[config.mk]
export PLATFORM = sky130hd
export DESIGN_NAME = range_kth_smallest_with_updates_unit
export DESIGN_NICKNAME = d
export VERILOG_FILES = /design/src/design/rks_pkg.sv /design/src/design/rks_cell.sv /design/src/design/rks_search.sv /design/src/design/range_kth_smallest_with_updates_unit.sv
export SDC_FILE = /design/constraint.sdc
export NUM_CORES = 2
export LEC_CHECK = 0
export BUFFER_PORTS_ARGS = -buffer_cell sky130_fd_sc_hd__buf_2
export CAP_MARGIN = 5
export CORE_ASPECT_RATIO = 1.5
export CORE_MARGIN = 1
export CORE_UTILIZATION = 41
export CTS_BUF_LIST = sky130_fd_sc_hd__clkbuf_4 sky130_fd_sc_hd__clkbuf_8
export DETAILED_ROUTE_END_ITERATION = 8
export HOLD_SLACK_MARGIN = 0.02
export SYNTH_ARGS = -nofsm -noshare
export SYNTH_HDL_FRONTEND = slang
export SYNTH_SLANG_ARGS = --single-unit
[constraint.sdc]
create_clock -name clk -period 4.5 [get_ports clk]
set_input_delay 0.225 -clock clk [delete_from_list [all_inputs] [get_ports clk]]
set_output_delay 0.225 -clock clk [all_outputs]
set_load 0.005 [all_outputs]
[src/design/rks_pkg.sv]
// Shared constants and types for the range k-th smallest unit.
package rks_pkg;

	localparam int DEPTH_DEF = 64;
	localparam int VALUE_BITS_DEF = 32;
	localparam int POS_W = 7;
	localparam int WORD_W = 32;
	localparam logic [POS_W-1:0] LEN_RESET = 7'd64;

	localparam logic OP_QUERY = 1'b0;
	localparam logic OP_WRITE = 1'b1;

	localparam logic STATUS_OK = 1'b0;
	localparam logic STATUS_ERR = 1'b1;

	typedef enum logic {
		ST_IDLE,
		ST_SCAN
	} state_t;

	typedef struct packed {
		logic strobe;
		logic status;
		logic [WORD_W-1:0] value;
	} result_t;

endpackage

[src/design/rks_cell.sv]
// One storage cell of the rotating value row.
module rks_cell #(
	parameter int VALUE_BITS = rks_pkg::VALUE_BITS_DEF
) (
	input  logic                  clk,
	input  logic                  arst_n,
	input  logic                  shift,
	input  logic [VALUE_BITS-1:0] shift_in,
	input  logic                  wr_en,
	input  logic [VALUE_BITS-1:0] wr_data,
	output logic [VALUE_BITS-1:0] value
);

	logic [VALUE_BITS-1:0] value_q;

	always_ff @(posedge clk or negedge arst_n) begin
		if (!arst_n) begin
			value_q <= '0;
		end else if (wr_en) begin
			value_q <= wr_data;
		end else if (shift) begin
			value_q <= shift_in;
		end
	end

	assign value = value_q;

endmodule

[src/design/rks_search.sv]
// Query checker and bit-by-bit rank search fed by the head of the cell row.
module rks_search #(
	parameter int DEPTH = rks_pkg::DEPTH_DEF,
	parameter int VALUE_BITS = rks_pkg::VALUE_BITS_DEF
) (
	input  logic                        clk,
	input  logic                        arst_n,
	input  logic                        query,
	input  logic [rks_pkg::POS_W-1:0]   left_pos,
	input  logic [rks_pkg::POS_W-1:0]   right_pos,
	input  logic [rks_pkg::POS_W-1:0]   rank,
	input  logic [rks_pkg::POS_W:0]     len,
	input  logic [VALUE_BITS-1:0]       head,
	output logic                        shift,
	output logic                        busy,
	output rks_pkg::result_t            result
);

	localparam int IDX_W = $clog2(DEPTH);
	localparam int BIT_W = $clog2(VALUE_BITS);
	localparam int PW = rks_pkg::POS_W;
	localparam int CMP_W = (IDX_W > PW ? IDX_W : PW) + 1;
	localparam logic [VALUE_BITS-1:0] SIGN_MASK = {1'b1, {(VALUE_BITS-1){1'b0}}};

	rks_pkg::state_t state_q, state_d;

	logic [PW-1:0]         lp0_q;
	logic [PW-1:0]         rp_q;
	logic [PW-1:0]         rank_q;
	logic [IDX_W-1:0]      step_q;
	logic [BIT_W-1:0]      bsel_q;
	logic [PW-1:0]         cnt_q;
	logic [VALUE_BITS-1:0] prefix_q;
	logic                  res_strobe_q;
	logic                  res_status_q;
	logic [rks_pkg::WORD_W-1:0] res_value_q;

	logic                  bad;
	logic                  in_range;
	logic                  hit;
	logic                  last_step;
	logic                  last_bit;
	logic                  keep_zero;
	logic [VALUE_BITS-1:0] key;
	logic [VALUE_BITS-1:0] cand;
	logic [VALUE_BITS-1:0] prefix_nx;
	logic [PW-1:0]         cnt_nx;
	logic signed [VALUE_BITS-1:0] ans_s;

	assign bad = (left_pos == '0) || (right_pos < left_pos)
		|| (CMP_W'(right_pos) > CMP_W'(len)) || (rank == '0)
		|| (({1'b0, rank} + {1'b0, left_pos}) > ({1'b0, right_pos} + (PW+1)'(1)));

	assign in_range = (CMP_W'(step_q) >= CMP_W'(lp0_q)) && (CMP_W'(step_q) < CMP_W'(rp_q));
	assign key = head ^ SIGN_MASK;
	assign cand = prefix_q | (VALUE_BITS'(1) << bsel_q);
	assign hit = in_range && (key < cand);
	assign cnt_nx = cnt_q + PW'(hit);
	assign last_step = (step_q == IDX_W'(DEPTH - 1));
	assign last_bit = (bsel_q == '0);
	assign keep_zero = (cnt_nx >= rank_q);
	assign prefix_nx = keep_zero ? prefix_q : cand;
	assign ans_s = signed'(prefix_nx ^ SIGN_MASK);

	always_comb begin
		state_d = state_q;
		case (state_q)
			rks_pkg::ST_IDLE: begin
				if (query && !bad) begin
					state_d = rks_pkg::ST_SCAN;
				end
			end
			rks_pkg::ST_SCAN: begin
				if (last_step && last_bit) begin
					state_d = rks_pkg::ST_IDLE;
				end
			end
			default: begin
				state_d = rks_pkg::ST_IDLE;
			end
		endcase
	end

	always_ff @(posedge clk or negedge arst_n) begin
		if (!arst_n) begin
			state_q <= rks_pkg::ST_IDLE;
			res_strobe_q <= 1'b0;
		end else begin
			state_q <= state_d;
			res_strobe_q <= (query && bad && state_q == rks_pkg::ST_IDLE)
				|| (state_q == rks_pkg::ST_SCAN && last_step && last_bit);
		end
	end

	always_ff @(posedge clk) begin
		if (state_q == rks_pkg::ST_IDLE) begin
			if (query) begin
				lp0_q <= left_pos - PW'(1);
				rp_q <= right_pos;
				rank_q <= rank;
				step_q <= '0;
				bsel_q <= BIT_W'(VALUE_BITS - 1);
				cnt_q <= '0;
				prefix_q <= '0;
				res_status_q <= rks_pkg::STATUS_ERR;
				res_value_q <= '0;
			end
		end else begin
			if (last_step) begin
				step_q <= '0;
				cnt_q <= '0;
				prefix_q <= prefix_nx;
				bsel_q <= bsel_q - BIT_W'(1);
				if (last_bit) begin
					res_status_q <= rks_pkg::STATUS_OK;
					res_value_q <= rks_pkg::WORD_W'(ans_s);
				end
			end else begin
				step_q <= step_q + IDX_W'(1);
				cnt_q <= cnt_nx;
			end
		end
	end

	assign shift = (state_q == rks_pkg::ST_SCAN);
	assign busy = (state_q == rks_pkg::ST_SCAN);
	assign result.strobe = res_strobe_q;
	assign result.status = res_status_q;
	assign result.value = res_value_q;

endmodule

[src/design/range_kth_smallest_with_updates_unit.sv]
// Range k-th smallest unit: rotating row of value cells with a rank search unit.
//
// A point write gives no word back. A query with a bad range or rank gives its
// word (status 1, value 0) in the cycle after it is taken. A good query holds busy
// high while, for each answer bit, the whole row of DEPTH cells rotates once past a
// single compare-and-count stage, and the word follows in the next cycle. Each
// result word is shown for one cycle only, marked by done; the receiver cannot
// stall it and must capture it on that cycle. The user must write the length
// register only while no query is in flight; the block itself does not
// enforce it.
module range_kth_smallest_with_updates_unit #(
	parameter int DEPTH = rks_pkg::DEPTH_DEF,
	parameter int VALUE_BITS = rks_pkg::VALUE_BITS_DEF
) (
	input  logic                              clk,
	input  logic                              arst_n,
	input  logic                              start,
	output logic                              busy,
	input  logic                              operation,
	input  logic [rks_pkg::POS_W-1:0]         position,
	input  logic [rks_pkg::POS_W-1:0]         left_pos,
	input  logic [rks_pkg::POS_W-1:0]         right_pos,
	input  logic [rks_pkg::POS_W-1:0]         rank,
	input  logic signed [rks_pkg::WORD_W-1:0] new_value,
	output logic                              done,
	output logic signed [rks_pkg::WORD_W-1:0] answer_value,
	output logic                              status,
	input  logic                              cfg_valid,
	output logic                              cfg_ready,
	input  logic [rks_pkg::POS_W-1:0]         cfg_data
);

	localparam int IDX_W = $clog2(DEPTH);
	localparam int PW = rks_pkg::POS_W;
	localparam int CMP_W = (IDX_W > PW ? IDX_W : PW) + 1;

	logic [PW-1:0]          array_length_q;
	logic [CMP_W-1:0]       len_wide;
	logic [PW:0]            len;
	logic                   accept;
	logic                   wr;
	logic                   query;
	logic [CMP_W-1:0]       wr_off;
	logic [IDX_W-1:0]       wr_idx;
	logic [VALUE_BITS-1:0]  wr_data;
	logic                   shift;
	logic [VALUE_BITS-1:0]  vals [DEPTH];
	rks_pkg::result_t       result;

	always_ff @(posedge clk or negedge arst_n) begin
		if (!arst_n) begin
			array_length_q <= rks_pkg::LEN_RESET;
		end else if (cfg_valid && cfg_ready) begin
			array_length_q <= cfg_data;
		end
	end

	assign cfg_ready = 1'b1;

	assign len_wide = (CMP_W'(array_length_q) > CMP_W'(DEPTH)) ? CMP_W'(DEPTH)
		: CMP_W'(array_length_q);
	assign len = len_wide[PW:0];

	assign accept = start && !busy;
	assign query = accept && (operation == rks_pkg::OP_QUERY);
	assign wr = accept && (operation == rks_pkg::OP_WRITE) && (position != '0)
		&& (CMP_W'(position) <= len_wide);
	assign wr_off = CMP_W'(position) - CMP_W'(1);
	assign wr_idx = wr_off[IDX_W-1:0];
	assign wr_data = VALUE_BITS'(new_value);

	for (genvar i = 0; i < DEPTH; i++) begin : g_cell
		localparam int NEXT = (i + 1) % DEPTH;
		rks_cell #(
			.VALUE_BITS(VALUE_BITS)
		) u_cell (
			.clk      (clk),
			.arst_n   (arst_n),
			.shift    (shift),
			.shift_in (vals[NEXT]),
			.wr_en    (wr && (wr_idx == IDX_W'(i))),
			.wr_data  (wr_data),
			.value    (vals[i])
		);
	end

	rks_search #(
		.DEPTH      (DEPTH),
		.VALUE_BITS (VALUE_BITS)
	) u_search (
		.clk       (clk),
		.arst_n    (arst_n),
		.query     (query),
		.left_pos  (left_pos),
		.right_pos (right_pos),
		.rank      (rank),
		.len       (len),
		.head      (vals[0]),
		.shift     (shift),
		.busy      (busy),
		.result    (result)
	);

	assign done = result.strobe;
	assign status = result.status;
	assign answer_value = signed'(result.value);

endmodule

======== Word level (Yosys, flattened, before mapping) ========
Index checks and enable logic that the tools add are counted.
storage, ports and cells
  word-level logic and storage cells ...... 473
  flip-flop bits (word level) ............. 2161
operators by class
  bitwise logic cells ..................... 5
  shifts and indexed selects .............. 1
  equal/unequal tests ..................... 66
  reductions and logical operators ........ 157
  order comparisons ....................... 9
  mux-type cells .......................... 152
  $add $sub $neg .......................... 7
operator list
  kind                                                   number
  two-way mux 32 bit                                     135
  == test 6 bit (second input constant)                  33
  nonzero test 2 bit                                     65
  == test 6 x 5 -> 1 bit (second input constant)         16
  logical AND 1 bit                                      77
  == test 6 x 4 -> 1 bit (second input constant)         8
  < comparator 32 bit                                    1
  bitwise OR 32 bit                                      1
  << shifter 1 x 5 -> 32 bit (first input constant)      1
  two-way mux 7 bit                                      4
  == test 6 x 3 -> 1 bit (second input constant)         4
  two-way mux 6 bit                                      3
  two-way mux 5 bit                                      3
  logical NOT 7 bit                                      2
  == test 6 x 2 -> 1 bit (second input constant)         2
  adder 7 x 1 -> 8 bit (second input constant)           1
  adder 7 x 7 -> 8 bit                                   1
  greater-than comparator 8 bit                          1
  adder 7 x 1 -> 7 bit                                   1
  greater-or-equal comparator 6 x 7 -> 1 bit             1
  greater-or-equal comparator 7 bit                      1
  greater-than comparator 7 bit                          1
  greater-than comparator 7 bit (second input constant)  1
  <= comparator 7 bit                                    1
  other kinds (18)                                       33

======== Depth between registers and ports, before layout ========
  depth in word-level cells ............... 11
  gate-level depth with buffers ........... 22
  gate-level depth less buffers ........... 20

======== By module ========
Synthesis repeated with hierarchy kept, for this count alone.
second synthesis, totals
  cells, all modules ...................... 9630
  area, all modules ....................... 104350.1 um^2
modules (own cells, without submodules)
  module                                cells each  area each (um^2)  seq. area each (um^2)  instances
  rks_cell                              139         1515.2            800.8                  64
  rks_search                            569         6294.8            3173.0                 1
  range_kth_smallest_with_updates_unit  165         1082.3            176.4                  1

======== Worst setup path before layout ========
OpenSTA, ideal clock, no wires.
  path kind ............................... register to register
  start point ............................. reg u_search.bsel_q[4]
  end point ............................... reg u_search.prefix_q[10], data pin
  arrival time ............................ 4.424 ns
  setup slack ............................. -0.182 ns
  stages on the path, launching flop included .. 19
  clock period less this slack ............ 4.682 ns
  data required time ...................... 4.242 ns
  cell sequence ........................... edfxtp_1 clkbuf_1 buf_1 a31oi_1 ha_1 nand4_1 or4_1 o311ai_0 a211oi_1 ha_1 ha_1 and3_1 xor2_1 ha_1 nand3_1 o2111ai_1 clkbuf_1 a21oi_1 o21a_1
between the ends
  word-level cells in the longest chain between the ends .. 9
ends and longest elaborated chain
  element                            line               RTL
  from (decl)                        rks_search.sv:31   logic [BIT_W-1:0] bsel_q;
  from (signal assigned)             rks_search.sv:102  bsel_q <= BIT_W'(VALUE_BITS - 1);
  from (signal assigned)             rks_search.sv:113  bsel_q <= bsel_q - BIT_W'(1);
  << shifter 1 x 5 -> 32 bit         rks_search.sv:56   assign cand = prefix_q | (VALUE_BITS'(1) << bsel_q);
  bitwise OR 32 bit                  rks_search.sv:56
  < comparator 32 bit                rks_search.sv:57   assign hit = in_range && (key < cand);
  logical AND 1 bit                  rks_search.sv:57
  adder 7 x 1 -> 7 bit               rks_search.sv:58   assign cnt_nx = cnt_q + PW'(hit);
  named net u_search.cnt_nx[4]       rks_search.sv:47   logic [PW-1:0] cnt_nx;
  greater-or-equal comparator 7 bit  rks_search.sv:61   assign keep_zero = (cnt_nx >= rank_q);
  two-way mux 32 bit                 rks_search.sv:62   assign prefix_nx = keep_zero ? prefix_q : cand;
  two-way mux 32 bit                 rks_search.sv:109  if (last_step) begin
  two-way mux 32 bit                 rks_search.sv:96   if (state_q == rks_pkg::ST_IDLE) begin
  to (signal assigned)               rks_search.sv:112  prefix_q <= prefix_nx;
  to (decl)                          rks_search.sv:33   logic [VALUE_BITS-1:0] prefix_q;
The timed path passes the listed nets, and every way through them passes these cells. The select of a mux whose other input is x is not followed.
A chain may end at the register's enable or synchronous reset.

======== Worst setup path after layout ========
  start point ............................. reg u_search.bsel_q[3]
  end point ............................... reg u_search.res_value_q[17] in the netlist's numbering, data pin
between the ends
  word-level cells in the longest chain between the ends .. 10
ends and longest elaborated chain
  element                            line               RTL
  << shifter 1 x 5 -> 32 bit         rks_search.sv:56
  bitwise OR 32 bit                  rks_search.sv:56
  < comparator 32 bit                rks_search.sv:57
  logical AND 1 bit                  rks_search.sv:57
  adder 7 x 1 -> 7 bit               rks_search.sv:58
  named net u_search.cnt_nx[4]       rks_search.sv:47
  greater-or-equal comparator 7 bit  rks_search.sv:61
  two-way mux 32 bit                 rks_search.sv:62
  two-way mux 32 bit                 rks_search.sv:114  if (last_bit) begin
  two-way mux 32 bit                 rks_search.sv:109
  two-way mux 32 bit                 rks_search.sv:96
  to (signal assigned)               rks_search.sv:116  res_value_q <= rks_pkg::WORD_W'(ans_s);
  to (decl)                          rks_search.sv:36   logic [rks_pkg::WORD_W-1:0] res_value_q;
The timed path passes the listed nets, and every way through them passes these cells. The select of a mux whose other input is x is not followed.

==> out/metrics.cfg <==
[synthesis]
yosysWarnings = 0
synthesis.nets = 8905
synth_common_cells = dfrtp_1, nor2_1, clkbuf_1
syn_area_mm2 = 0.09695
synth_seq_cells = 2161
netlist.area_leader.share_pct = 53.07
dominantRegCellSynth = dfrtp_1
postSynthAreaPerCell_um2 = 11.09
synth_most_common_cell = dfrtp_1
synthArstFlopShare_pct = 95.19
ys_seq_area_share_pct = 56.32
synth_cell_type_count = 58
synth_enable_flop_cells = 104
synthCells = 8738
synthTopCellsByArea = dfrtp_1, a221o_1, mux2i_1
yosysTopAreaCell = dfrtp_1

[critical_path]
cp_common_cell = ha_4
endpoint_kind = flip-flop
criticalPathCategory = reg2reg
required_ns = 5.29
crit_family = compound AO/OA/AOI/OAI gates
crit_chain = buf_6, and2_4, nor2b_1, buf_4, a21oi_4, ha_4, nand2_1, or4_4, o311ai_4, a211oi_2, ha_2, ha_4, and3_4, xor2_4, ha_4, nand3_4, o2111ai_4, buf_12, buf_12, clkbuf_16, a21oi_2, o21a_1
max_stage_delay_ns = 0.56
r2r_cells = 22
crit_slowest_cell = or4_4
r2r_slack_ns = -0.33
arrival_ns = 5.61
cp_max_fo = 6
cp-start-kind = flip-flop
r2r_start = u_search.bsel_q[3]$_SDFFCE_PN1P_
r2r-end = u_search.res_value_q[17]$_SDFFCE_PN0P_
cp_num_buf_inv = 5

[placed_design]
dp_hpwl_um = 230600
gp_congestion = 0.9828
dp_slack_ns = -0.7393
numPortBuffers = 106
post_dp_cell_area_mm2 = 0.1018

[timing]
tightest_slew_ns = 1.256
skew_ns = 0.1045
rsz0062_at_grt = true
max-slew-margin-rel_pct = 16.28
timing.final.max_slew_violations = 0
setup_viol = 64
period_minus_slack_ns = 4.826
setup_tns_ns = -16.50
min_period_over_period_pct = 107.3
max_freq_ghz = 0.2072
finalHoldViolations = 0
worst_slack_ns = -0.3263

[clock_network]
path_clk_slew_ns = 0.07
h-tree-depth = 5
cts_sinks = 2161
cts_buffers = 341
clockBufferDepth = 4
cts_tree = yes
clockRootBuffer = clkbuf_8
worstSkewPairLatency_ns = 1.05

[finish]
drive_gt1_share_pct = 13.81
nNetsFinal = 8941
area_growth_pct = 14.80
stdcell_area_mm2 = 0.1113
multi_input_area_mm2 = 0.03998
seqCellArea_mm2 = 0.05460
fill_cells = 21400

[drt]
wl_um = 357700
wl_per_cell_um = 29.52
vias = 74180
drtPass1Iterations = 8
drc = 0
via_per_inst = 6.122
antenna_left = 0
drtIter0Drc = 7997

[pwr]
cellLeakagePower_nw = 53.43
p_comb_share_pct = 4.2
power.internal_mw = 30.18
p_clk_share_pct = 46.5
vdd_drop_max_uv = 205.9
p_switching_mw = 9.594
power.density_mw_per_mm2 = 357.4
p_seq_share_pct = 49.4
sw_frac_of_total_pct = 24.12

[floorplanning]
start_util_pct = 41.23
die_y_um = 597.6
rows = 218
die_w_um = 399.0
io_pins = 108
design.core.area_mm2 = 0.2351
dieArea_mm2 = 0.2384

[global_route]
grt_use_total_pct = 29.68
gr-total-overflow = 0
antenna_found_initial = 22
grt_max_degree = 197
grt_pass1_wl_um = 524800
grt_pass1_vias = 74380

[hold_path]
hold-path-cell-count = 2
min_from = right_pos[0]
hold_path_end = u_search.rp_q[0]$_DFFE_PP_
min-delay-path-class = in2reg

[status]
status = finished, violations left
violations = setup timing

[job]
drv_cap = 0

==> kinds of logic (layout without fill, tap and decap cells) <==
logic type	Yosys count	after routing	share of synthesized area [%]
AO/OA/AOI/OAI	2694	2694	21.18
XOR/XNOR	28	28	0.2607
adder cells (fa/ha/maj)	95	95	1.234
buffers and inverters	936	1222	3.725
flip-flops	2161	2161	56.32
multiplexers	775	775	8.011
other	1	14	0.003868
AND/OR/NAND/NOR	2048	2048	9.272
==> layer usage <==
metal	wire length [um]	vias to the layer above	global-route usage (%)
met5	58	-	0
li1	-	31970	-
met3	25750	851	5.665
met4	25920	10	19.04
met2	166200	3302	46.77
met1	139800	38040	37.35
==> worst max-delay path by stage <==
stage | start | to | slack [ns] | cells past startpoint
2_1_floorplan | u_search.bsel_q[0]$_SDFFCE_PN1P_ | u_search.prefix_q[10]$_SDFFCE_PN0P_ | -0.02 | 20
3_3_place_gp | u_search.bsel_q[3]$_SDFFCE_PN1P_ | u_search.res_value_q[17]$_SDFFCE_PN0P_ | -0.74 | 22
3_5_place_dp | u_search.bsel_q[0]$_SDFFCE_PN1P_ | u_search.res_value_q[17]$_SDFFCE_PN0P_ | -0.74 | 20
4_1_cts | u_search.bsel_q[0]$_SDFFCE_PN1P_ | u_search.prefix_q[8]$_SDFFCE_PN0P_ | -0.34 | 21
5_1_grt | u_search.bsel_q[3]$_SDFFCE_PN1P_ | u_search.prefix_q[8]$_SDFFCE_PN0P_ | -0.53 | 24
6_report | u_search.bsel_q[3]$_SDFFCE_PN1P_ | u_search.res_value_q[17]$_SDFFCE_PN0P_ | -0.33 | 22
==> power by group through the flow <==
stage / Clock, mW / Combinational, mW / Sequential (mW)
6_report: 18.5 / 1.66 / 19.6
5_1_grt: 19.6 / 1.76 / 19.6
4_1_cts: 18.8 / 1.65 / 19.6
3_5_place_dp: 0 / 1.57 / 20.0
3_3_place_gp: 0 / 1.55 / 20.0
2_1_floorplan: 0 / 0.546 / 20.0
==> cells in the final DEF (no fill, tap or decap), types with 24 or more instances in the layout <==
cell,netlist,layout
and2_1,265,264
a21o_1,458,458
nor2b_1,47,44
o21a_1,34,34
inv_1,75,73
a221o_1,768,768
a21oi_1,415,349
a22o_1,449,449
dlygate4sd3_1,0,97
nand2_1,715,715
buf_2,69,88
nor4_4,1,26
a22oi_1,32,32
buf_4,3,283
o221ai_1,31,31
dfrtp_1,2056,2055
edfxtp_1,104,104
a21oi_2,0,57
mux2i_1,768,768
clkbuf_8,0,433
ha_1,94,77
clkbuf_4,0,95
clkinv_2,0,35
buf_12,0,65
nor2_1,875,852
o21ai_0,464,460
nand3_1,28,24
==> cell type report <==
class | count | area share (%)
flip-flops and latches | 2161 | 49.06
clock inverters | 65 | 0.6644
clock buffers | 528 | 5.996
multi-input cells | 5641 | 35.93
inverters | 76 | 0.2563
well taps | 3080 | 3.463
diodes | 13 | 0.02923
repair buffers | 553 | 4.603
==> per-stage QoR <==
stage	utilization, %	hold WS (ns)	total power, mW	instances
floorplan	-	-0.07059	20.52	8738
global placement	43.28	0.3030	21.53	11390
detailed placement	43.28	0.3046	21.56	11390
CTS	47.08	0.02177	40.03	12090
global route	47.32	0.08865	40.98	12110
finish	47.33	0.08792	39.77	12120
==> repair_timing <==
item	in CTS	in global routing
pin swaps	31	58
endpoints found under the setup margin	64	64
cloned	2	3
hold buffers	98	0
setup buffers	8	13
resized for setup	77	75
endpoints found under the hold margin	1486	0
==> sequential cells by signal, summed over array words and instances (netlist names) <==
register / count
array_length_q: 7
g_cell.u_cell.value: 2048
u_search.bsel_q: 5
u_search.busy: 1
u_search.cnt_q: 7
u_search.lp0_q: 7
u_search.prefix_q: 32
u_search.rank_q: 7
u_search.res_status_q: 1
u_search.res_strobe_q: 1
u_search.res_value_q: 32
u_search.rp_q: 7
u_search.step_q: 6
(Power assumes the default switching activity.)
